--- config.mk ---
export PLATFORM = sky130hd
export DESIGN_NAME = lbd_eval
export DESIGN_NICKNAME = d
export VERILOG_FILES = /design/src/rtl/core/lbd_pkg.sv /design/src/rtl/core/lbd_eval.sv
export SDC_FILE = /design/constraint.sdc
export NUM_CORES = 1
export LEC_CHECK = 0
export BUFFER_PORTS_ARGS = -buffer_cell sky130_fd_sc_hd__buf_2
export CAP_MARGIN = 20
export CORE_AREA = 2 2 124 174
export DETAILED_ROUTE_END_ITERATION = 12
export DIE_AREA = 0 0 126 176
export SYNTH_ARGS = -nofsm -noshare
export SYNTH_HDL_FRONTEND = slang
export SYNTH_SLANG_ARGS = --single-unit
--- constraint.sdc ---
create_clock -name i_clk -period 3.5 [get_ports i_clk]
set_clock_uncertainty 0.15 [all_clocks]
set_input_delay 0.35 -clock i_clk [delete_from_list [all_inputs] [get_ports i_clk]]
set_output_delay 0.35 -clock i_clk [all_outputs]
set_load 0.02 [all_outputs]
--- src/rtl/core/lbd_pkg.sv ---
package lbd_pkg;

    localparam int unsigned WIDTH_REG_BITS  = 12;
    localparam int unsigned HEIGHT_REG_BITS = 13;
    localparam int unsigned CFG_DATA_BITS   = 13;
    localparam int unsigned ROW_BITS        = 13;

    localparam logic [WIDTH_REG_BITS-1:0]  WIDTH_RESET  = 12'd640;
    localparam logic [HEIGHT_REG_BITS-1:0] HEIGHT_RESET = 13'd480;

    localparam int unsigned OUTQ_DEPTH    = 4;
    localparam int unsigned OUTQ_CNT_BITS = $clog2(OUTQ_DEPTH + 1);

    typedef enum logic [0:0] {
        CFG_IMAGE_WIDTH  = 1'b0,
        CFG_IMAGE_HEIGHT = 1'b1
    } t_cfg_reg;

    typedef enum logic [0:0] {
        MODE_PIXEL = 1'b0,
        MODE_DRAIN = 1'b1
    } t_mode;

    typedef struct packed {
        logic eval;
        logic top_ok;
        logic wr;
        logic fin;
        logic x_first;
        logic x_last;
        logic fwd;
    } t_cmd;

endpackage

--- src/rtl/core/lbd_eval.sv ---
module lbd_eval #(
    parameter int unsigned LABEL_BITS = 24
) (
    input  logic                  i_clk,
    input  logic                  i_rst_n,
    input  logic                  i_restart,
    input  logic                  i_valid,
    input  lbd_pkg::t_cmd         i_cmd,
    input  logic [LABEL_BITS-1:0] i_label,
    input  logic [LABEL_BITS-1:0] i_center_rdata,
    input  logic [LABEL_BITS-1:0] i_above_rdata,
    output logic                  o_we,
    output logic [LABEL_BITS-1:0] o_center_wdata,
    output logic [LABEL_BITS-1:0] o_above_wdata,
    output logic                  o_push,
    output logic                  o_border,
    output logic [LABEL_BITS-1:0] o_pixel_label,
    output logic                  o_last
);

    import lbd_pkg::*;

    logic                  r_hold_valid;
    logic [LABEL_BITS-1:0] r_hold_me;
    logic [LABEL_BITS-1:0] r_hold_left;
    logic [LABEL_BITS-1:0] r_hold_top;
    logic [LABEL_BITS-1:0] r_hold_bot;
    logic                  r_hold_x_last;
    logic [LABEL_BITS-1:0] r_last_center;
    logic [LABEL_BITS-1:0] r_last_above;

    logic [LABEL_BITS-1:0] newer;
    logic [LABEL_BITS-1:0] older;
    logic [LABEL_BITS-1:0] right;

    // When the previous beat wrote the same column in the cycle of this read,
    // the memories returned stale data and the last written values are used.
    assign newer = i_cmd.fwd ? r_last_center : i_center_rdata;
    assign older = i_cmd.fwd ? r_last_above  : i_above_rdata;
    assign right = r_hold_x_last ? '0 : newer;

    assign o_we           = i_valid && i_cmd.wr;
    assign o_center_wdata = i_label;
    assign o_above_wdata  = newer;

    assign o_push        = i_valid && r_hold_valid;
    assign o_pixel_label = r_hold_me;
    assign o_last        = i_cmd.fin;
    assign o_border      = (r_hold_me != '0) &&
                           ((r_hold_left != r_hold_me) || (right != r_hold_me) ||
                            (r_hold_top != r_hold_me) || (r_hold_bot != r_hold_me));

    always_ff @(posedge i_clk) begin
        if (!i_rst_n || i_restart) begin
            r_hold_valid <= 1'b0;
        end else if (i_valid) begin
            r_hold_valid <= i_cmd.eval;
        end
    end

    always_ff @(posedge i_clk) begin
        if (i_valid && i_cmd.eval) begin
            r_hold_me     <= newer;
            r_hold_left   <= i_cmd.x_first ? '0 : r_hold_me;
            r_hold_top    <= i_cmd.top_ok ? older : '0;
            r_hold_bot    <= i_label;
            r_hold_x_last <= i_cmd.x_last;
        end
        if (o_we) begin
            r_last_center <= i_label;
            r_last_above  <= newer;
        end
    end

endmodule

==> summary.md <==
| Metric | Value |
|---|---|
| Fin nets | `742` |
| Pwr/cell area | `501 mW/mm^2` |
| Synthesized Nets | `589` |
| CTS tree | `yes` |
| Crit path max fanout | `2` |
| Post-DP HPWL | `13.3 mm` |
| Top FF cell, synth | `edfxtp_1` |
| H-tree Lvls | `4` |
| I/O pin count | `159` |
| Crit-path max cell delay | `0.41 ns` |
| Ant diodes | `0` |
| Chip width | `126 um` |
| Slowest CP cell | `a2111oi_0` |
| Share of cells above drive strength 1 | `32.1%` |
| Sink Count | `146` |
| Drt first pass iters | `4` |
| Post-layout util | `41.9%` |
| Crit Path Category | `reg2out` |
| Worst slack at placement | `0.314 ns` |
| Cell row count | `62` |
| Setup ws final | `0.226 ns` |
| Outcome | `complete, no violations` |
| Arr. time, crit path | `2.77 ns` |
| Tightest Pin Transition | `0.725 ns` |
| R2R setup slack | `2.21 ns` |
| Family with the most delay on the worst path | `compound AO/OA/AOI/OAI gates` |
| Overall Global Routing Usage | `16.9%` |
| Crit path launch type | `register` |
| Routing usage on met2 | `31.3%` |
| Placeable core area | `0.0205 sq mm` |
| DR vias | `4582` |
| M1 GR Usage | `19.1%` |
| Yosys reg bits | `146` |
| Pins over their slew limit | `0` |
| Post-Route Setup TNS | `0 ns` |
| Total stage count of the critical path | `7` |
| Fillers | `1960` |
| Initial core utilization | `33.8%` |
| R2R Path End | `r_last_above[13]` |
| Layout area overhead | `23.9%` |
| Worst Setup EP | `o_border` |
| Launch point of the worst reg-to-reg path | `r_last_center[13]` |
| Synth Warn # | `0` |
| Final WL | `18.7 mm` |
| WP data required | `3.00 ns` |
| Crit-path cells | `or3_1, a22oi_1, o221ai_1, a2111oi_0, and4_1, a21oi_1, buf_2` |
| RSZ-0062 raised after global routing | `false` |
| Post-DRT Antenna Nets | `0` |
| LEAKAGE | `3.22 nW` |
| DRC viols | `0` |
| Worst-path clk slew | `0.06 ns` |
| Crit path time final | `3.27 ns` |
| Critical Path Start | `o_pixel_label[17]` |
| Gp weighted congestion | `0.815` |
| Final Cycle Share | `93.5%` |
| Number of synthesized flops with an enable pin | `145` |
| Max Fclk | `305 MHz` |
| Die span in y | `176 um` |
| Worst Setup End Kind | `output pin` |
| First-pass GRT wire length | `27.8 mm` |
| R2R depth | `2` |
| Worst-Skew Late Latency | `0.42 ns` |
| Post-Synthesis Cells | `506` |
| Root buffer cell | `clkbuf_16` |
| Netlist cell types | `48` |
| Clk buf depth | `2` |
| Input/output buffers | `156` |
| Gr ovfl total | `0` |
| Avg WL per Cell | `20.2 um` |
| Slew headroom | `51.7%` |
| Mapped Avg Cell Area | `13.7 sq um` |
| Vias in the first global route | `4732` |
| Cell area after synthesis | `0.00693 sq mm` |
| Starting DRT DRC Count | `276` |
| Gr busiest metal | `met2` |
| Num CTS Buffers | `17` |
| Initial antenna violation count | `0` |
| Hold Vio Cnt, Final | `0` |
| Die area | `0.0222 sq mm` |
| Maxcap violations | `0` |
| Worst Hold Class | `in2reg` |
| Final setup violation count | `0` |
| Maximum vdd drop | `378 uV` |
| Critical path buffers and inverters | `1` |
| Post-synth ARST share | `0%` |
| Vias per cell | `4.94` |
| Met3 usage | `3.73%` |
| Largest net degree at the start of global routing | `56` |
| Register area share after synthesis | `63.1%` |
-- placed cells by master (no fill, tap or decap), types with 4 or more instances in the layout --
cell	instances
a21oi_1	6
and3_1	16
buf_2	156
buf_4	9
clkbuf_16	17
dlygate4sd3_1	23
edfxtp_1	145
inv_1	14
mux2_2	6
mux2_4	4
mux2i_1	35
nand2_1	5
nand3_1	9
nand4_1	10
nor2_1	7
nor2b_1	49
nor3_1	20
nor3b_1	4
nor4_1	12
o21ai_0	7
o22ai_1	9
or3_1	4
xnor2_1	42
xor2_1	5
-- cells in the mapped netlist, drive strengths merged, types with 6 or more instances --
cell,instances,area (sq um)
a21oi,6,30.0
and3,16,100
buf,30,249
clkbuf,27,101
edfxtp,145,4350
inv,16,60.1
mux2,10,128
mux2i,38,418
nand3,9,45.0
nand4,10,62.6
nor2,7,26.3
nor2b,49,307
nor3,20,100
nor4,12,75.1
o21ai,10,50.0
o22ai,9,56.3
xnor2,42,368
-- final cells by class --
| cell class | instances | area, sq um | share of cell area (%) |
|---|---|---|---|
| sequential | 146 | 4370 | 51.0 |
| multi-input combinational | 287 | 2150 | 25.0 |
| timing repair buffer | 191 | 1140 | 13.3 |
| clock buffer | 18 | 429 | 5.00 |
| tap | 256 | 320 | 3.73 |
| clock inverter | 14 | 114 | 1.33 |
| inverter | 16 | 60.1 | 0.700 |
-- through the flow --
stage / std cells / hold WS (ns) / cell area (sq um) / power, mW
after floorplan: 506 / 0.276 / 6930 / 2.44
after global placement: 873 / 0.351 / 7810 / 2.62
after detailed placement: 873 / 0.370 / 7810 / 2.63
after CTS: 928 / 0.00804 / 8580 / 4.34
after global routing: 928 / 0.00513 / 8580 / 4.45
final: 928 / 0.0209 / 8580 / 4.30
-- registers in the layout, summed over array words and instances (netlist names) --
register       cells
r_last_above      24
r_hold_x_last      1
r_hold_valid       1
o_pixel_label     24
r_last_center     24
r_hold_left       24
r_hold_top        24
r_hold_bot        24
-- cell families (layout without fill, tap and decap cells) --
| logic type | after synthesis | count (layout) | share of synthesized area, % |
|---|---|---|---|
| compound gates | 42 | 42 | 3.96 |
| buf+inv | 73 | 239 | 5.92 |
| xor+xnor | 47 | 47 | 5.94 |
| flops | 146 | 146 | 63.1 |
| mux | 48 | 48 | 7.87 |
| simple gates | 150 | 150 | 13.2 |
-- timing repair --
| action | 4_1_cts | 5_1_grt |
|---|---|---|
| resized for setup | 0 | 0 |
| buffers inserted | 0 | 0 |
| hold buffers | 23 | 0 |
| endpoints found under the hold margin | 43 | 0 |
| endpoints found under the setup margin | 0 | 0 |
-- metal layers --
layer | part of all wire, % | wire [um]
met1 | 38 | 7180
met5 | 0 | 0
met2 | 56 | 10400
met4 | 1.6 | 309
met3 | 4.5 | 840
-- how the worst min path moves through the flow --
| stage | start | end | slack [ns] | depth (start not counted) |
|---|---|---|---|---|
| floorplan | i_restart | r_hold_valid | 0.28 | 1 |
| global placement | r_hold_valid | r_hold_valid | 0.35 | 2 |
| detailed placement | i_restart | r_hold_valid | 0.37 | 2 |
| CTS | i_label[11] | r_hold_bot[11] | 0.008 | 1 |
| global route | i_label[1] | r_hold_bot[1] | 0.005 | 1 |
| finish | i_label[11] | r_hold_bot[11] | 0.02 | 1 |
-- worst reg2reg max path: cells and delay by family (launching register included) --
| kind | cells | cell delay, ns |
|---|---|---|
| buf+inv | 1 | 0.16 |
| flops | 1 | 0.38 |
| mux | 1 | 0.32 |
-- power breakdown --
group	total (mW)	internal, mW	switching [mW]	leakage (nW)
logic	0.503	0.207	0.296	1.59
registers	2.10	2.04	0.0652	1.37
clock network	1.70	0.970	0.727	0.259
(Power assumes the default switching activity.)
