==> config.mk <==
export PLATFORM = sky130hd
export DESIGN_NAME = lbd_seq
export DESIGN_NICKNAME = d
export VERILOG_FILES = /design/src/rtl/core/lbd_pkg.sv /design/src/rtl/core/lbd_seq.sv
export SDC_FILE = /design/constraint.sdc
export NUM_CORES = 1
export LEC_CHECK = 0
export BUFFER_PORTS_ARGS = -buffer_cell sky130_fd_sc_hd__buf_2
export CORE_ASPECT_RATIO = 1.4
export CORE_UTILIZATION = 45
export CTS_BUF_LIST = sky130_fd_sc_hd__clkbuf_8
export CTS_CLUSTER_DIAMETER = 60
export DETAILED_ROUTE_END_ITERATION = 10
export GPL_TIMING_DRIVEN = 0
export PLACE_DENSITY = 0.68
export SLEW_MARGIN = 20
export SYNTH_ARGS = -nofsm -noshare
export SYNTH_HDL_FRONTEND = slang
export SYNTH_SLANG_ARGS = --single-unit
==> constraint.sdc <==
create_clock -name i_clk -period 5.3 [get_ports i_clk]
set_input_delay 1.06 -clock i_clk [delete_from_list [all_inputs] [get_ports i_clk]]
set_output_delay 1.06 -clock i_clk [all_outputs]
set_load 0.01 [all_outputs]
==> src/rtl/core/lbd_pkg.sv <==
package lbd_pkg;

    localparam int unsigned WIDTH_REG_BITS  = 12;
    localparam int unsigned HEIGHT_REG_BITS = 13;
    localparam int unsigned CFG_DATA_BITS   = 13;
    localparam int unsigned ROW_BITS        = 13;

    localparam logic [WIDTH_REG_BITS-1:0]  WIDTH_RESET  = 12'd640;
    localparam logic [HEIGHT_REG_BITS-1:0] HEIGHT_RESET = 13'd480;

    localparam int unsigned OUTQ_DEPTH    = 4;
    localparam int unsigned OUTQ_CNT_BITS = $clog2(OUTQ_DEPTH + 1);

    typedef enum logic [0:0] {
        CFG_IMAGE_WIDTH  = 1'b0,
        CFG_IMAGE_HEIGHT = 1'b1
    } t_cfg_reg;

    typedef enum logic [0:0] {
        MODE_PIXEL = 1'b0,
        MODE_DRAIN = 1'b1
    } t_mode;

    typedef struct packed {
        logic eval;
        logic top_ok;
        logic wr;
        logic fin;
        logic x_first;
        logic x_last;
        logic fwd;
    } t_cmd;

endpackage

==> src/rtl/core/lbd_seq.sv <==
module lbd_seq #(
    parameter int unsigned MAX_WIDTH  = 2048,
    parameter int unsigned LABEL_BITS = 24
) (
    input  logic                                i_clk,
    input  logic                                i_rst_n,
    input  logic                                i_cfg_we,
    input  logic                                i_cfg_index,
    input  logic [lbd_pkg::CFG_DATA_BITS-1:0]   i_cfg_data,
    input  logic                                i_accept,
    input  logic                                i_mode,
    input  logic [LABEL_BITS-1:0]               i_label,
    output logic                                o_rd_en,
    output logic [$clog2(MAX_WIDTH)-1:0]        o_rd_addr,
    output logic                                o_s1_valid,
    output lbd_pkg::t_cmd                       o_s1_cmd,
    output logic [$clog2(MAX_WIDTH)-1:0]        o_s1_addr,
    output logic [LABEL_BITS-1:0]               o_s1_label
);

    import lbd_pkg::*;

    localparam int unsigned AW = $clog2(MAX_WIDTH);
    localparam int unsigned CW = $clog2(MAX_WIDTH + 1);

    logic [WIDTH_REG_BITS-1:0]  r_image_width;
    logic [HEIGHT_REG_BITS-1:0] r_image_height;
    logic [CW-1:0]              r_in_col;
    logic [CW-1:0]              n_in_col;
    logic [ROW_BITS-1:0]        r_in_row;
    logic [ROW_BITS-1:0]        n_in_row;
    logic                       r_s1_valid;
    t_cmd                       r_s1_cmd;
    t_cmd                       n_s1_cmd;
    logic [AW-1:0]              r_s1_addr;
    logic [LABEL_BITS-1:0]      r_s1_label;

    logic [31:0]           width_ext;
    logic [CW-1:0]         w_eff;
    logic [ROW_BITS-1:0]   h_eff;
    logic [CW-1:0]         col_inc;
    logic                  draining;
    logic                  col_in;
    logic                  go;

    always_comb begin
        width_ext = 32'(r_image_width);
        if (r_image_width == '0) begin
            w_eff = CW'(1);
        end else if (width_ext > 32'(MAX_WIDTH)) begin
            w_eff = CW'(MAX_WIDTH);
        end else begin
            w_eff = width_ext[CW-1:0];
        end
        h_eff = (r_image_height == '0) ? ROW_BITS'(1) : ROW_BITS'(r_image_height);
    end

    assign draining = (r_in_row >= h_eff);
    assign col_in   = (r_in_col < w_eff);
    assign go       = i_accept && (draining || (i_mode == MODE_PIXEL));
    assign col_inc  = r_in_col + CW'(1);

    assign o_rd_en   = go;
    assign o_rd_addr = r_in_col[AW-1:0];

    always_comb begin
        n_in_col = r_in_col;
        n_in_row = r_in_row;
        if (go) begin
            if (col_in) begin
                n_in_col = col_inc;
                if (!draining && (col_inc >= w_eff)) begin
                    n_in_col = '0;
                    n_in_row = r_in_row + ROW_BITS'(1);
                end
            end else begin
                n_in_col = '0;
                n_in_row = '0;
            end
        end

        n_s1_cmd.eval    = col_in && (r_in_row != '0);
        n_s1_cmd.top_ok  = (r_in_row >= ROW_BITS'(2));
        n_s1_cmd.wr      = col_in && !draining;
        n_s1_cmd.fin     = !col_in;
        n_s1_cmd.x_first = (r_in_col == '0);
        n_s1_cmd.x_last  = (col_inc == w_eff);
        n_s1_cmd.fwd     = r_s1_valid && r_s1_cmd.wr && (r_s1_addr == r_in_col[AW-1:0]);
    end

    always_ff @(posedge i_clk) begin
        if (!i_rst_n) begin
            r_image_width  <= WIDTH_RESET;
            r_image_height <= HEIGHT_RESET;
            r_in_col       <= '0;
            r_in_row       <= '0;
            r_s1_valid     <= 1'b0;
        end else if (i_cfg_we) begin
            unique case (t_cfg_reg'(i_cfg_index))
                CFG_IMAGE_WIDTH: r_image_width <= i_cfg_data[WIDTH_REG_BITS-1:0];
                CFG_IMAGE_HEIGHT: r_image_height <= i_cfg_data[HEIGHT_REG_BITS-1:0];
                default: r_image_width <= r_image_width;
            endcase
            r_in_col   <= '0;
            r_in_row   <= '0;
            r_s1_valid <= 1'b0;
        end else begin
            r_in_col   <= n_in_col;
            r_in_row   <= n_in_row;
            r_s1_valid <= go;
        end
    end

    always_ff @(posedge i_clk) begin
        if (go) begin
            r_s1_cmd   <= n_s1_cmd;
            r_s1_addr  <= r_in_col[AW-1:0];
            r_s1_label <= draining ? '0 : i_label;
        end
    end

    assign o_s1_valid = r_s1_valid;
    assign o_s1_cmd   = r_s1_cmd;
    assign o_s1_addr  = r_s1_addr;
    assign o_s1_label = r_s1_label;

endmodule

==> results.toml <==
[outcome]
status = "complete, no violations"

[worst_hold_path]
hold_class = "register to register"

[global_routing]
grt_max_degree = 53
grt_pass1_vias = 3746
grt_usage_pct = 19.4
grt_first_pass_wirelength_um = 17700
grt_overflow_total = 0
antenna_found_initial = 0

[die]
floorplan.initialDensity_pct = 45.9
rows = 45
dieArea_um2 = 11400
die_w_um = 90.7
die_y_um = 126
core-area_um2 = 10800
ios = 98

[clock_tree]
cts_setup_buffers = 0
holdBufCountCts = 0
numCtsBuffers = 9
cts_max_level = 3
tritoncts = "done"
ctsResizeCount = 0
path_clk_slew_ns = 0.10
cts_sinks = 93
cts_root_buf = "clkbuf_8"
clockBufferDepth = 2
clk_latency_ns = 0.37

[power]
ir_drop_v = 0.000139
p_leak_nw = 2.51
pwr_density_cell_nw_per_um2 = 237
total_power_w = 0.00138

[timing]
slew_headroom_pct = 54.4
layout_min_cycle_time_ns = 4.32
setup_viol = 0
post-route-period-util_pct = 81.5
holdWs_ns = 0.479
tns_ns = 0
drv_slew = 0
grt_setup_unrepaired = "false"
skew_ns = 0.0110
worst-slew-pin-transition_ns = 0.683
fmax_mhz = 232
finalHoldViolCount = 0

[setup_path]
start_kind = "register"
cp_slowest_cell = "clkbuf_4"
critPathRequiredTime_ns = 4.24
crit_family = "buffers and inverters"
path_cells = "inv_1 > nand4_1 > nor4_1 > a31o_2 > ha_1 > nor3b_1 > o21ai_0 > a211o_1 > nand2_1 > inv_1 > clkbuf_4 > buf_2"
crit_path_max_fanout = 52
worst-path-buf-inv = 4
critPathKind = "register to primary output"
slowest_delay_ns = 0.45
endpoint_kind = "primary output"
critPathMostFrequentCell = "inv_1"
critPathArrivalTime_ns = 3.26

[drt]
antenna_left = 0
first_pass_iters = 5
drtIter0Drc = 289
wirelength_um = 10800
drc = 0
wire_per_inst_um = 14.1
vias_per_cell = 5.17
vias = 3952

[synthesis]
synthCells = 510
netlist_top_cells_area = "edfxtp_1, dfxtp_1, ha_1"
synth.distinct_cells = 45
syn-num-nets = 595
synth-edff-count = 42
synth-seq-cells = 93
syn_area_um2 = 4960
synth_area_leader_cell = "edfxtp_1"
async_reset_ff_share_pct = 0
yosysTopAreaCellShare_pct = 25.4
syn-mean-instance-area_um2 = 9.72
yosys_warnings = 0
synth-seq-area-share_pct = 46.0
synth_flop_cell = "dfxtp_1"

[finish]
syn_to_final_growth_pct = 17.3
num_antenna_cells = 0
nNetsFinal = 703
drive_above_1_share_pct = 21.3
finalCoreUtilization_pct = 53.8

[job]
drv_cap = 0

[place]
io_buffers = 97
dp_hpwl_um = 8370
gp_congestion = 0.842
tightest hold or removal path: stages, from the launching register on:
cell,delay [ns]
dfxtp_1,0.32
nand2_1,0.05
a21boi_0,0.07
final timing paths:
path | start | to | slack [ns] | cells after the start
max | r_image_height[6] | o_rd_en | 0.98 | 12
min | r_image_height[12] | r_image_height[12] | 0.48 | 2
max reg2reg | r_in_col[2] | r_in_row[10] | 1.34 | 15
min reg2reg | r_image_height[12] | r_image_height[12] | 0.48 | 2
cell usage after synthesis (all sizes together), types with 5 or more instances:
cell and count:
inv 20, nand2 79, a22o 5, a21boi 21
xnor2 16, and3 13, dfxtp 51, a21o 8
nand4 6, a21oi 18, o21ai 14, nor2 28
clkbuf 20, ha 42, buf 14, nor2b 27
edfxtp 42, xor2 16, nand3 11, nor4 10
o211ai 6, and2 5
routing by layer:
metal  global-route usage [%]  routed length, µm  vias to the layer above
met1                     24.7               4820                     1835
met3                     3.86                501                        9
met2                     32.8               5300                      108
met4                     6.26                133                        0
met5                        0                  0                        -
li1                         -                  -                     2000
stage by stage:
stage	setup WS [ns]	cells	cell area (µm²)
3_5_place_dp	1.35	748	5620
6_report	0.983	764	5820
2_1_floorplan	1.21	510	4960
5_1_grt	0.700	764	5820
4_1_cts	0.938	764	5820
3_3_place_gp	0.0845	748	5620
logic make-up (layout without fill, tap and decap cells):
family	count (synthesis)	in the layout	share of synthesized area (%)
simple gates	197	197	19.7
compound gates	90	90	12.6
buf+inv	54	167	4.97
fa+ha+maj	42	42	10.6
mux	2	2	0.454
xor+xnor	32	32	5.65
flops	93	93	46.0
where the power goes:
group,leakage (nW),internal [W],switching (W)
registers,0.809,0.000774,0.0000113
clock network,0.0911,0.000182,0.000275
logic,1.61,0.0000563,0.0000771
total,2.51,0.00101,0.000363
layout by cell type (no fill, tap or decap), types with 5 or more instances in the layout:
cell	n
clkbuf_8	9
nand4_1	6
and2_1	5
buf_4	11
and3_1	13
dfxtp_1	51
ha_1	42
nor4_1	10
nand2_1	79
a21oi_1	18
nor2b_1	27
a21boi_0	21
nand3_1	11
xnor2_1	16
o211ai_1	6
o21ai_0	14
nor2_1	28
inv_1	20
a21o_1	8
edfxtp_1	42
a22o_1	5
clkbuf_1	19
xor2_1	16
buf_2	99
cell type report:
cell class	instances	area, µm²
Inverter	20	75.1
Sequential cell	93	2280
Buffer	34	175
Timing Repair Buffer	97	485
Clock inverter	7	68.8
Multi-Input combinational cell	363	2430
Fill cell	1043	4990
Clock buffer	9	124
Tap cell	141	176
sequential cells by signal (all words and copies together), names as in the netlist:
register        flops
r_image_height     13
o_s1_cmd            7
o_s1_valid          1
r_image_width      12
r_in_row           13
o_s1_addr          11
r_in_col           12
o_s1_label         24
(Power assumes the default switching activity.)
