File: src/rtl/core/lbd_pkg.sv
package lbd_pkg;

    localparam int unsigned WIDTH_REG_BITS  = 12;
    localparam int unsigned HEIGHT_REG_BITS = 13;
    localparam int unsigned CFG_DATA_BITS   = 13;
    localparam int unsigned ROW_BITS        = 13;

    localparam logic [WIDTH_REG_BITS-1:0]  WIDTH_RESET  = 12'd640;
    localparam logic [HEIGHT_REG_BITS-1:0] HEIGHT_RESET = 13'd480;

    localparam int unsigned OUTQ_DEPTH    = 4;
    localparam int unsigned OUTQ_CNT_BITS = $clog2(OUTQ_DEPTH + 1);

    typedef enum logic [0:0] {
        CFG_IMAGE_WIDTH  = 1'b0,
        CFG_IMAGE_HEIGHT = 1'b1
    } t_cfg_reg;

    typedef enum logic [0:0] {
        MODE_PIXEL = 1'b0,
        MODE_DRAIN = 1'b1
    } t_mode;

    typedef struct packed {
        logic eval;
        logic top_ok;
        logic wr;
        logic fin;
        logic x_first;
        logic x_last;
        logic fwd;
    } t_cmd;

endpackage

File: src/rtl/core/lbd_outq.sv
module lbd_outq #(
    parameter int unsigned WIDTH = 26
) (
    input  logic                                i_clk,
    input  logic                                i_rst_n,
    input  logic                                i_push,
    input  logic [WIDTH-1:0]                    i_data,
    output logic                                o_valid,
    input  logic                                i_ready,
    output logic [WIDTH-1:0]                    o_data,
    output logic [lbd_pkg::OUTQ_CNT_BITS-1:0]   o_count
);

    import lbd_pkg::*;

    localparam int unsigned PW = $clog2(OUTQ_DEPTH);

    logic [WIDTH-1:0]         r_entry [OUTQ_DEPTH];
    logic [PW-1:0]            r_wr_ptr;
    logic [PW-1:0]            r_rd_ptr;
    logic [OUTQ_CNT_BITS-1:0] r_count;
    logic                     pop;

    assign pop = o_valid && i_ready;

    always_ff @(posedge i_clk) begin
        if (!i_rst_n) begin
            r_wr_ptr <= '0;
            r_rd_ptr <= '0;
            r_count  <= '0;
        end else begin
            if (i_push) begin
                r_wr_ptr <= r_wr_ptr + PW'(1);
            end
            if (pop) begin
                r_rd_ptr <= r_rd_ptr + PW'(1);
            end
            r_count <= r_count + OUTQ_CNT_BITS'(i_push) - OUTQ_CNT_BITS'(pop);
        end
    end

    always_ff @(posedge i_clk) begin
        if (i_push) begin
            r_entry[r_wr_ptr] <= i_data;
        end
    end

    assign o_valid = (r_count != '0);
    assign o_data  = r_entry[r_rd_ptr];
    assign o_count = r_count;

endmodule

File: config.mk
export PLATFORM = sky130hd
export DESIGN_NAME = lbd_outq
export DESIGN_NICKNAME = d
export VERILOG_FILES = /design/src/rtl/core/lbd_pkg.sv /design/src/rtl/core/lbd_outq.sv
export SDC_FILE = /design/constraint.sdc
export NUM_CORES = 1
export LEC_CHECK = 0
export BUFFER_PORTS_ARGS = -buffer_cell sky130_fd_sc_hd__buf_2
export CORE_MARGIN = 3
export CORE_UTILIZATION = 51
export CTS_CLUSTER_DIAMETER = 120
export CTS_CLUSTER_SIZE = 25
export DETAILED_ROUTE_END_ITERATION = 7
export GPL_TIMING_DRIVEN = 0
export PLACE_DENSITY_LB_ADDON = 0.12
export SLEW_MARGIN = 0
export SYNTH_ARGS = -nofsm -noshare
export SYNTH_HDL_FRONTEND = slang
export SYNTH_SLANG_ARGS = --single-unit
File: constraint.sdc
create_clock -name i_clk -period 2.2 [get_ports i_clk]
set_input_delay 0.11 -clock i_clk [delete_from_list [all_inputs] [get_ports i_clk]]
set_output_delay 0.11 -clock i_clk [all_outputs]
set_load 0.1 [all_outputs]
==> implementation parameters, run 1 <==
Parameter                              Value

Timing
  Setup violations, final    0
  Fin Clk Skew    0.0142 ns
  Worst slew slack as a fraction of its limit    12.5%
  Fmax achieved    0.481 GHz
  Final count of pins violating max slew    0
  TNS Setup    0 ns
  Setup repair after global routing missed its margin    yes
  Share of the clock period used by the worst path    94.4%
  Actual slew at the worst max-slew pin    1.31 ns
  Min Clock Period, post-route    2.08 ns
  Final hold vios    0

Global route
  Global-route usage over all layers    16.1%
  Initial antenna violation count    0
  Global-route wire length before repair    11,300 um
  Pin count of the biggest net entering global routing    27
  Overflow after GRT    0
  Number of global-route vias before repair    2,217

Layout
  Share of final-layout standard cells stronger than drive strength 1    40.1%
  Filler Cells Inserted    514
  Number of nets in the layout    323
  Final non-filler cell total    401
  Diodes inserted    0
  Synth-to-Final Area Change    30.5%

Synthesis
  Yosys warnings    0
  Post-synthesis sequential area ratio    77.4%
  Synth area leaders    sky130_fd_sc_hd__edfxtp_1 (73%), sky130_fd_sc_hd__mux4_2 (11%), sky130_fd_sc_hd__dfxtp_1 (4.2%)
  Gate count of the mapped netlist    180
  Portion of synthesized cell area occupied by the leading cell type    73.2%
  Net count after synthesis    217
  Synthesized area divided by synthesized cell count    23.7 um2
  Synth Register Bits    113
  Ranking of synthesized cells by instance count    sky130_fd_sc_hd__edfxtp_1 (104), sky130_fd_sc_hd__mux4_2 (20), sky130_fd_sc_hd__dfxtp_1 (9), sky130_fd_sc_hd__and2_1 (8)
  Most common cell in the netlist    sky130_fd_sc_hd__edfxtp_1
  Cell taking the most area after synthesis    sky130_fd_sc_hd__edfxtp_1
  Post-synthesis async set-or-reset flop share    0%
  Distinct cell type count of the synthesized netlist    21
  Most frequently used flop master after synthesis    sky130_fd_sc_hd__edfxtp_1
  Netlist Area Pre-Place    0.00427 mm2
  EDFF count, synth    104

Worst setup path
  Worst Path Required    2.09 ns
  Setup Crit Path Kind    register to output port
  CP max stage cell    sky130_fd_sc_hd__mux4_2
  Arrival time worst endpoint    1.97 ns
  Ordered cell list for the critical path    buf_6, buf_12, mux4_2, clkbuf_4
  CP endpoint kind    output port
  Startpoint class of the critical path    register
  Max stage delay on crit path    0.52 ns
  Max FO, Critical Path    10

Route
  Via count    2,034
  Wirelength per Cell    17.2 um
  Post-route DRC violation count    0
  Via density per instance    5.07
  Residual antenna-violating net count after detailed routing    0
  Number of search-and-repair iterations in the first detailed-routing pass    4
  1st-iter DRT viols    128
  Detailed Route WL    6890 um

Floorplan
  Area enclosed by the die boundary    0.00950 mm2
  Site Rows    32
  I/O pin cnt    60
  Core region area    0.00793 mm2
  Die height    97.5 um
  Initial core utilization    53.8%
  Width of the chip    97.5 um

Run
  Count of max-cap constraint violations    0

CTS
  Latest clock arrival within the worst-skew pair    0.50 ns
  Clock transition at the register clock pins on the worst setup and hold paths after CTS    0.06 ns
  Clock root buffer    sky130_fd_sc_hd__clkbuf_8
  CTS tree    yes
  Buffers from clock root to sink, at most    2
  Total clock sinks    113
  TritonCTS Buffers    17
  H-tree depth    4

Power and ir drop
  Static leakage    2.00 nW
  Power density over the cells    1340 mW/mm2
  Worst IR drop on VDD    1.12 mV

Placed design
  DP Cell Count    341
  RePlAce Congestion    0.695
  PortBufs    59

Run status
  Status    completed

Hold path
  Hold Path Class    primary input to register
==> repair_timing <==
action,CTS,global route
resized for setup,0,13
hold buffers,28,0
endpoints found under the hold margin,113,0
setup buffers,0,0
setup endpoints to repair,0,12
==> cells by family (layout without fill, tap and decap cells) <==
logic type	after synthesis	after routing	share of synthesized area, %
DFF	113	113	77.4
AOI/OAI and AO/OA	2	2	0.411
muxes	30	30	15.2
and+or+nand+nor	14	14	1.94
buffers and inverters	12	131	2.08
adders and majority gates	7	7	2.23
xor gates and xnor gates	2	2	0.733
==> critical path, delay by kind of cell (launching register included) <==
family / cells / cell delay (ns)
buf+inv: 3 / 0.63
flops: 1 / 0.32
mux: 1 / 0.52
==> per-stage QoR <==
| stage | util [%] | setup slack [ns] | hold slack (ns) | cell area, um2 | total power (W) |
|---|---|---|---|---|---|
| 2_1_floorplan | - | 0.0283 | 0.209 | 4270 | 0.00463 |
| 3_3_place_gp | 59.2 | 0.0879 | 0.323 | 4690 | 0.00495 |
| 3_5_place_dp | 59.2 | 0.159 | 0.329 | 4690 | 0.00497 |
| 4_1_cts | 69.8 | 0.0391 | 0.00519 | 5540 | 0.00753 |
| 5_1_grt | 70.2 | -0.00268 | 0.0130 | 5570 | 0.00778 |
| 6_report | 70.2 | 0.122 | 0.0322 | 5570 | 0.00748 |
==> per-layer routing <==
| metal | GRT usage, % | share of wire (%) | up-vias |
|---|---|---|---|
| met4 | 7.03 | 0.74 | 0 |
| met1 | 20.4 | 43 | 1015 |
| met5 | 0 | 0 | - |
| met3 | 6.03 | 4.4 | 4 |
| met2 | 25.2 | 51 | 49 |
| li1 | - | - | 966 |
==> sequential cells by signal, summed over array words and instances, names as in the netlist, named ones only <==
| name | flops |
|---|---|
| r_rd_ptr | 2 |
| o_count | 3 |
| r_entry | 104 |
| r_wr_ptr | 2 |
==> path summary, 6_finish.rpt <==
check	startpoint	endpoint	slack, ns	depth (start not counted)
worst min register to register	r_rd_ptr[0]	r_rd_ptr[0]	0.51	2
worst max register to register	o_count[1]	o_count[2]	0.18	7
worst max-delay path	register	o_data[15]	0.12	4
worst min-delay path	i_push	o_count[0]	0.03	3
==> layout make-up <==
class | count | area (um2) | area share [%]
plain buffers | 6 | 68.8 | 1.24
clock buffers | 18 | 418 | 7.50
clock inverters | 14 | 143 | 2.56
inverters | 6 | 22.5 | 0.404
multi-input cells | 55 | 877 | 15.7
flip-flops and latches | 113 | 3310 | 59.4
well taps | 102 | 128 | 2.29
repair buffers | 87 | 606 | 10.9
==> layout by cell type, fill, tap and decap left out, types with 3 or more instances in the layout <==
master / n
sky130_fd_sc_hd__mux4_2: 20
sky130_fd_sc_hd__dfxtp_2: 3
sky130_fd_sc_hd__edfxtp_1: 104
sky130_fd_sc_hd__ha_1: 6
sky130_fd_sc_hd__clkinv_2: 3
sky130_fd_sc_hd__clkbuf_4: 13
sky130_fd_sc_hd__mux2i_1: 4
sky130_fd_sc_hd__and2_1: 6
sky130_fd_sc_hd__clkinv_4: 3
sky130_fd_sc_hd__dfxtp_1: 6
sky130_fd_sc_hd__mux4_1: 6
sky130_fd_sc_hd__inv_1: 6
sky130_fd_sc_hd__clkinvlp_4: 5
sky130_fd_sc_hd__dlygate4sd3_1: 28
sky130_fd_sc_hd__clkbuf_16: 16
sky130_fd_sc_hd__buf_2: 48
==> power by group <==
group,internal [W],switching (W)
sequential,0.00250,0.0000564
combinational,0.000628,0.00179
clock,0.00160,0.000903
total,0.00472,0.00275
No activity file was read; power rests on OpenSTA's default activity.
==> run 2: changes to the inputs <==
--- a/config.mk
+++ b/config.mk
@@ -12,7 +12,7 @@
 export CTS_CLUSTER_SIZE = 25
 export DETAILED_ROUTE_END_ITERATION = 7
 export GPL_TIMING_DRIVEN = 0
-export PLACE_DENSITY_LB_ADDON = 0.12
+export PLACE_DENSITY_LB_ADDON = 0.2
 export SLEW_MARGIN = 0
 export SYNTH_ARGS = -nofsm -noshare
 export SYNTH_HDL_FRONTEND = slang
==> implementation parameters, run 2 (synthesis results as in run 1) <==
Parameter                              Value

Worst setup path
  Worst Path Required    2.09 ns
  Max FO, Critical Path    10
  Setup Crit Path Kind    register to output port
  CP max stage cell    sky130_fd_sc_hd__buf_2
  Depth of the worst register-to-register path    7
  Ordered cell list for the critical path    clkbuf_2, clkbuf_4, mux4_2, buf_2
  Max stage delay on crit path    0.42 ns
  Arrival time worst endpoint    1.97 ns
  Number of buffers and inverters on the critical path    3
  Family with the most delay on the worst path    buffers and inverters
  Setup slack, reg-to-reg    0.14 ns
  Startpoint class of the critical path    register
  CP endpoint kind    output port
  Worst reg2reg startpoint    o_count[1]
  Terminus of the critical flop-to-flop path    o_count[2]

Layout
  Post-Route Utilization    70.9%
  Most frequent cells in the layout    sky130_fd_sc_hd__edfxtp_1 (104), sky130_fd_sc_hd__buf_2 (40), sky130_fd_sc_hd__dlygate4sd3_1 (29), sky130_fd_sc_hd__mux4_2 (20), sky130_fd_sc_hd__clkbuf_16 (16)
  Largest register by flop count    r_entry
  Most common cell after layout, fill and taps aside    sky130_fd_sc_hd__edfxtp_1
  Filler Cells Inserted    490
  Flip-flop count of the largest register, all copies and words added    104
  Share of final-layout standard cells stronger than drive strength 1    39.5%
  Final design area excluding fillers    0.00562 mm2
  Synth-to-Final Area Change    31.7%
  Diodes inserted    0
  Number of nets in the layout    326

CTS
  Latest clock arrival within the worst-skew pair    0.50 ns
  TritonCTS Buffers    17
  Total clock sinks    113
  H-tree depth    4
  Clock root buffer    sky130_fd_sc_hd__clkbuf_8
  Clock transition at the register clock pins on the worst setup and hold paths after CTS    0.05 ns
  CTS tree    yes
  Buffers from clock root to sink, at most    2

Route
  Via density per instance    5.19
  Detailed Route WL    7750 um
  1st-iter DRT viols    110
  Residual antenna-violating net count after detailed routing    0
  Post-route DRC violation count    0
  Wirelength per Cell    19.2 um
  Via count    2,092
  Number of search-and-repair iterations in the first detailed-routing pass    4

Timing
  Fmax achieved    0.480 GHz
  Setup violations, final    0
  Share of the clock period used by the worst path    94.8%
  TNS Setup    0 ns
  Worst slew slack as a fraction of its limit    12.5%
  Setup repair after global routing missed its margin    no
  Fin Clk Skew    0.00502 ns
  Final hold vios    0
  Final count of pins violating max slew    0
  Actual slew at the worst max-slew pin    1.31 ns
  Min Clock Period, post-route    2.08 ns

Hold path
  Hold Path Class    primary input to register
  Cell count of the worst hold path    3
  Origin of the worst min-delay path    i_ready

Floorplan
  Core region area    0.00793 mm2
  Width of the chip    97.5 um
  Area enclosed by the die boundary    0.00950 mm2
  Site Rows    32
  I/O pin cnt    60
  Initial core utilization    53.8%
  Die height    97.5 um

Power and ir drop
  Worst IR drop on VDD    1.35 mV
  Total Power Consumption    0.00749 W
  Static leakage    2.03 nW
  Power density over the cells    1330 mW/mm2

Global route
  Initial antenna violation count    0
  Pin count of the biggest net entering global routing    27
  Global-route usage over all layers    17.3%
  Global-route wire length before repair    12,000 um
  Overflow after GRT    0
  Number of global-route vias before repair    2,264

Placed design
  Total cell area at the placement stage    0.00469 mm2
  RePlAce Congestion    0.716
  Sum of net half-perimeters after detailed placement    4260 um
  PortBufs    59

Run status
  Status    completed

Run
  Count of max-cap constraint violations    0
-- run 2: cell count changes in the layout (fill, tap and decap cells not counted), moves of 2 or more --
cell	previous run	this run
sky130_fd_sc_hd__clkinvlp_4	5	2
sky130_fd_sc_hd__buf_4	0	9
sky130_fd_sc_hd__buf_2	48	40
sky130_fd_sc_hd__clkinv_2	3	6
sky130_fd_sc_hd__clkinv_4	3	1
-- run 2: worst reg2reg max path: stages, from the launching register on --
cell                      delay [ns]
sky130_fd_sc_hd__dfxtp_2        0.34
sky130_fd_sc_hd__o31a_1         0.38
sky130_fd_sc_hd__ha_1           0.30
sky130_fd_sc_hd__inv_1          0.04
sky130_fd_sc_hd__ha_1           0.18
sky130_fd_sc_hd__fa_1           0.38
sky130_fd_sc_hd__xnor3_1        0.18
sky130_fd_sc_hd__and2_1         0.16
-- run 2: area by class of cell --
type	count	area [um2]	area share, %
Sequential cell	113	3310	58.9
Timing Repair Buffer	90	676	12.0
Tap cell	102	128	2.27
Clock buffer	18	418	7.44
Multi-Input combinational cell	55	876	15.6
Inverter	6	22.5	0.401
Buffer	6	71.3	1.27
Clock inverter	13	121	2.16
-- run 2: report_power, final --
| part | switching (W) | internal, W | leakage [nW] | total, W |
|---|---|---|---|---|
| combinational | 0.00182 | 0.000669 | 0.739 | 0.00249 |
| sequential | 0.0000665 | 0.00250 | 1.03 | 0.00257 |
| clock | 0.000864 | 0.00158 | 0.265 | 0.00244 |
-- run 2: stage by stage --
stage	hold WS [ns]	cells	worst slack, ns
4_1_cts	0.0283	401	0.00136
2_1_floorplan	0.209	180	0.0283
6_report	0.0890	403	0.115
3_5_place_dp	0.330	341	0.118
3_3_place_gp	0.324	341	0.122
5_1_grt	0.0817	403	0.0240
-- run 2: worst max path at each step --
stage / from / end / slack [ns] / depth (start not counted)
floorplan: o_count[1] / o_count[2] / 0.03 / 7
global placement: r_wr_ptr[0] / r_entry[2][2] / 0.12 / 3
detailed placement: r_wr_ptr[0] / r_entry[2][23] / 0.12 / 3
CTS: register / o_data[17] / 0.001 / 4
global route: register / o_data[14] / 0.02 / 4
finish: register / o_data[9] / 0.12 / 4
-- run 2: layer usage --
layer | share of wire (%) | vias to the layer above | track usage [%]
met2 | 53 | 50 | 28.7
met4 | 1.2 | 0 | 6.07
met1 | 41 | 1064 | 21.3
met3 | 4.6 | 11 | 6.10
li1 | - | 967 | -
met5 | 0 | - | 0
-- run 2: repair_timing --
item	in CTS	in global routing
hold buffers	29	0
buffers inserted	0	0
setup endpoints to repair	9	13
endpoints found under the hold margin	113	0
gates resized for setup	9	12
pin swaps	0	0
==> run 3: changes to the inputs <==
--- a/config.mk
+++ b/config.mk
@@ -7,7 +7,7 @@
 export LEC_CHECK = 0
 export BUFFER_PORTS_ARGS = -buffer_cell sky130_fd_sc_hd__buf_2
 export CORE_MARGIN = 3
-export CORE_UTILIZATION = 51
+export CORE_UTILIZATION = 56
 export CTS_CLUSTER_DIAMETER = 120
 export CTS_CLUSTER_SIZE = 25
 export DETAILED_ROUTE_END_ITERATION = 7
==> implementation parameters, run 3 (synthesis results as in run 1) <==
Parameter                              Value

Placed design
  Sum of net half-perimeters after detailed placement    4180 um
  RePlAce Congestion    0.694
  DP Worst Slack    0.119 ns
  PortBufs    59

Power and ir drop
  Combinational Power Share    33.3%
  Power density over the cells    1320 mW/mm2
  Worst IR drop on VDD    1.16 mV
  Switching component of the power    0.00273 W
  Clk pwr share    31.8%
  Static leakage    2.02 nW
  Internal power    0.00460 W
  Sequential share of power    34.9%
  Proportion of total power due to net switching    37.3%

Worst setup path
  End point of the critical path    o_data[9]
  Ordered cell list for the critical path    clkbuf_2, buf_2, mux4_2, buf_2
  Terminus of the critical flop-to-flop path    o_count[2]
  Worst Path Required    2.09 ns
  CP endpoint kind    output port
  Setup Crit Path Kind    register to output port
  Startpoint class of the critical path    register
  Max FO, Critical Path    10
  Depth of the worst register-to-register path    7
  Max stage delay on crit path    0.42 ns
  CP max stage cell    sky130_fd_sc_hd__buf_2
  Top cell by count, worst path    sky130_fd_sc_hd__buf_2
  Arrival time worst endpoint    1.98 ns
  Setup slack, reg-to-reg    0.16 ns
  Worst reg2reg startpoint    o_count[1]

Route
  Via density per instance    5.25
  Detailed Route WL    7370 um
  Post-route DRC violation count    0
  Residual antenna-violating net count after detailed routing    0
  1st-iter DRT viols    100
  Wirelength per Cell    18.4 um
  Number of search-and-repair iterations in the first detailed-routing pass    4
  Via count    2,098

Timing
  Actual slew at the worst max-slew pin    1.32 ns
  Setup repair after global routing missed its margin    no
  Fmax achieved    0.479 GHz
  Min Clock Period, post-route    2.09 ns
  Share of the clock period used by the worst path    95.0%
  Final hold vios    0
  Fin Clk Skew    0.00795 ns
  Setup slack of the critical path after layout    0.111 ns
  Setup violations, final    0
  Worst slew slack as a fraction of its limit    12.2%
  TNS Setup    0 ns
  Final count of pins violating max slew    0

CTS
  Clock transition at the register clock pins on the worst setup and hold paths after CTS    0.05 ns
  TritonCTS Buffers    17
  CTS tree    yes
  Post-CTS setup-driven buffer insertion count    0
  Total clock sinks    113
  Latest clock arrival within the worst-skew pair    0.50 ns
  Clock root buffer    sky130_fd_sc_hd__clkbuf_8
  H-tree depth    4
  Buffers from clock root to sink, at most    2

Run status
  Status    completed

Floorplan
  Die height    93.3 um
  Area enclosed by the die boundary    0.00870 mm2
  Width of the chip    93.3 um
  I/O pin cnt    60
  Initial core utilization    58.2%
  Core region area    0.00733 mm2
  Site Rows    31

Global route
  Overflow after GRT    0
  Global-route wire length before repair    11,800 um
  Number of global-route vias before repair    2,283
  Pin count of the biggest net entering global routing    27
  Initial antenna violation count    0
  Global-route usage over all layers    19.2%

Layout
  Diodes inserted    0
  Flip-flop count of the largest register, all copies and words added    104
  Synth-to-Final Area Change    30.6%
  Most frequent cells in the layout    sky130_fd_sc_hd__edfxtp_1 (104), sky130_fd_sc_hd__buf_2 (50), sky130_fd_sc_hd__dlygate4sd3_1 (28), sky130_fd_sc_hd__mux4_2 (20), sky130_fd_sc_hd__clkbuf_16 (16)
  Largest register by flop count    r_entry
  Most common cell after layout, fill and taps aside    sky130_fd_sc_hd__edfxtp_1
  Share of final-layout standard cells stronger than drive strength 1    39.2%
  Number of nets in the layout    325

Hold path
  Hold Path Class    primary input to register

Run
  Count of max-cap constraint violations    0
-- run 3: cell type report --
type | count | area (um2)
plain buffers | 6 | 68.8
repair buffers | 89 | 656
clock inverters | 13 | 96.3
inverters | 6 | 22.5
flip-flops and latches | 113 | 3310
fillers | 401 | 1760
well taps | 99 | 124
clock buffers | 19 | 422
multi-input cells | 55 | 876
-- run 3: per-layer routing --
| metal | global-route usage, % | share of wire, % |
|---|---|---|
| met1 | 24.0 | 41 |
| met4 | 8.55 | 1.9 |
| met2 | 30.7 | 51 |
| met5 | 0 | 0 |
| met3 | 6.60 | 6.1 |
-- run 3: worst min-delay path by stage --
stage / startpoint / endpoint / cells past startpoint
4_1_cts: i_push / o_count[0] / 3
5_1_grt: i_push / r_wr_ptr[0] / 3
3_3_place_gp: i_data[1] / r_entry[3][1] / 1
2_1_floorplan: i_data[0] / r_entry[0][0] / 0
3_5_place_dp: i_data[10] / r_entry[2][10] / 1
6_report: i_ready / register / 3
-- run 3: repair_timing --
item / CTS / global route
gates resized for setup: 0 / 11
hold endpoints to repair: 113 / 0
setup endpoints to repair: 0 / 10
hold buffers: 28 / 0
-- run 3: power groups by stage --
| stage | combinational (W) | clock (W) | sequential (W) |
|---|---|---|---|
| 6_report | 0.00244 | 0.00233 | 0.00256 |
| 5_1_grt | 0.00255 | 0.00249 | 0.00257 |
| 4_1_cts | 0.00242 | 0.00238 | 0.00256 |
| 3_5_place_dp | 0.00237 | 0 | 0.00260 |
| 3_3_place_gp | 0.00235 | 0 | 0.00259 |
| 2_1_floorplan | 0.00189 | 0 | 0.00274 |
-- run 3: metrics by stage --
stage	hold WS (ns)	instances	instance area (um2)	power, W	util, %
final	0.0212	400	5570	0.00733	76.0
after global routing	0.0310	400	5570	0.00761	76.0
after CTS	0.00174	398	5490	0.00736	74.9
after detailed placement	0.323	338	4690	0.00497	64.0
after global placement	0.324	338	4690	0.00495	64.0
after floorplan	0.209	180	4270	0.00463	-
-- run 3: worst max-delay path: cells and delay by family, from the launching register on --
| family | cells | cell delay (ns) |
|---|---|---|
| buffers and inverters | 3 | 0.93 |
| flip-flops | 1 | 0.30 |
| multiplexers | 1 | 0.25 |
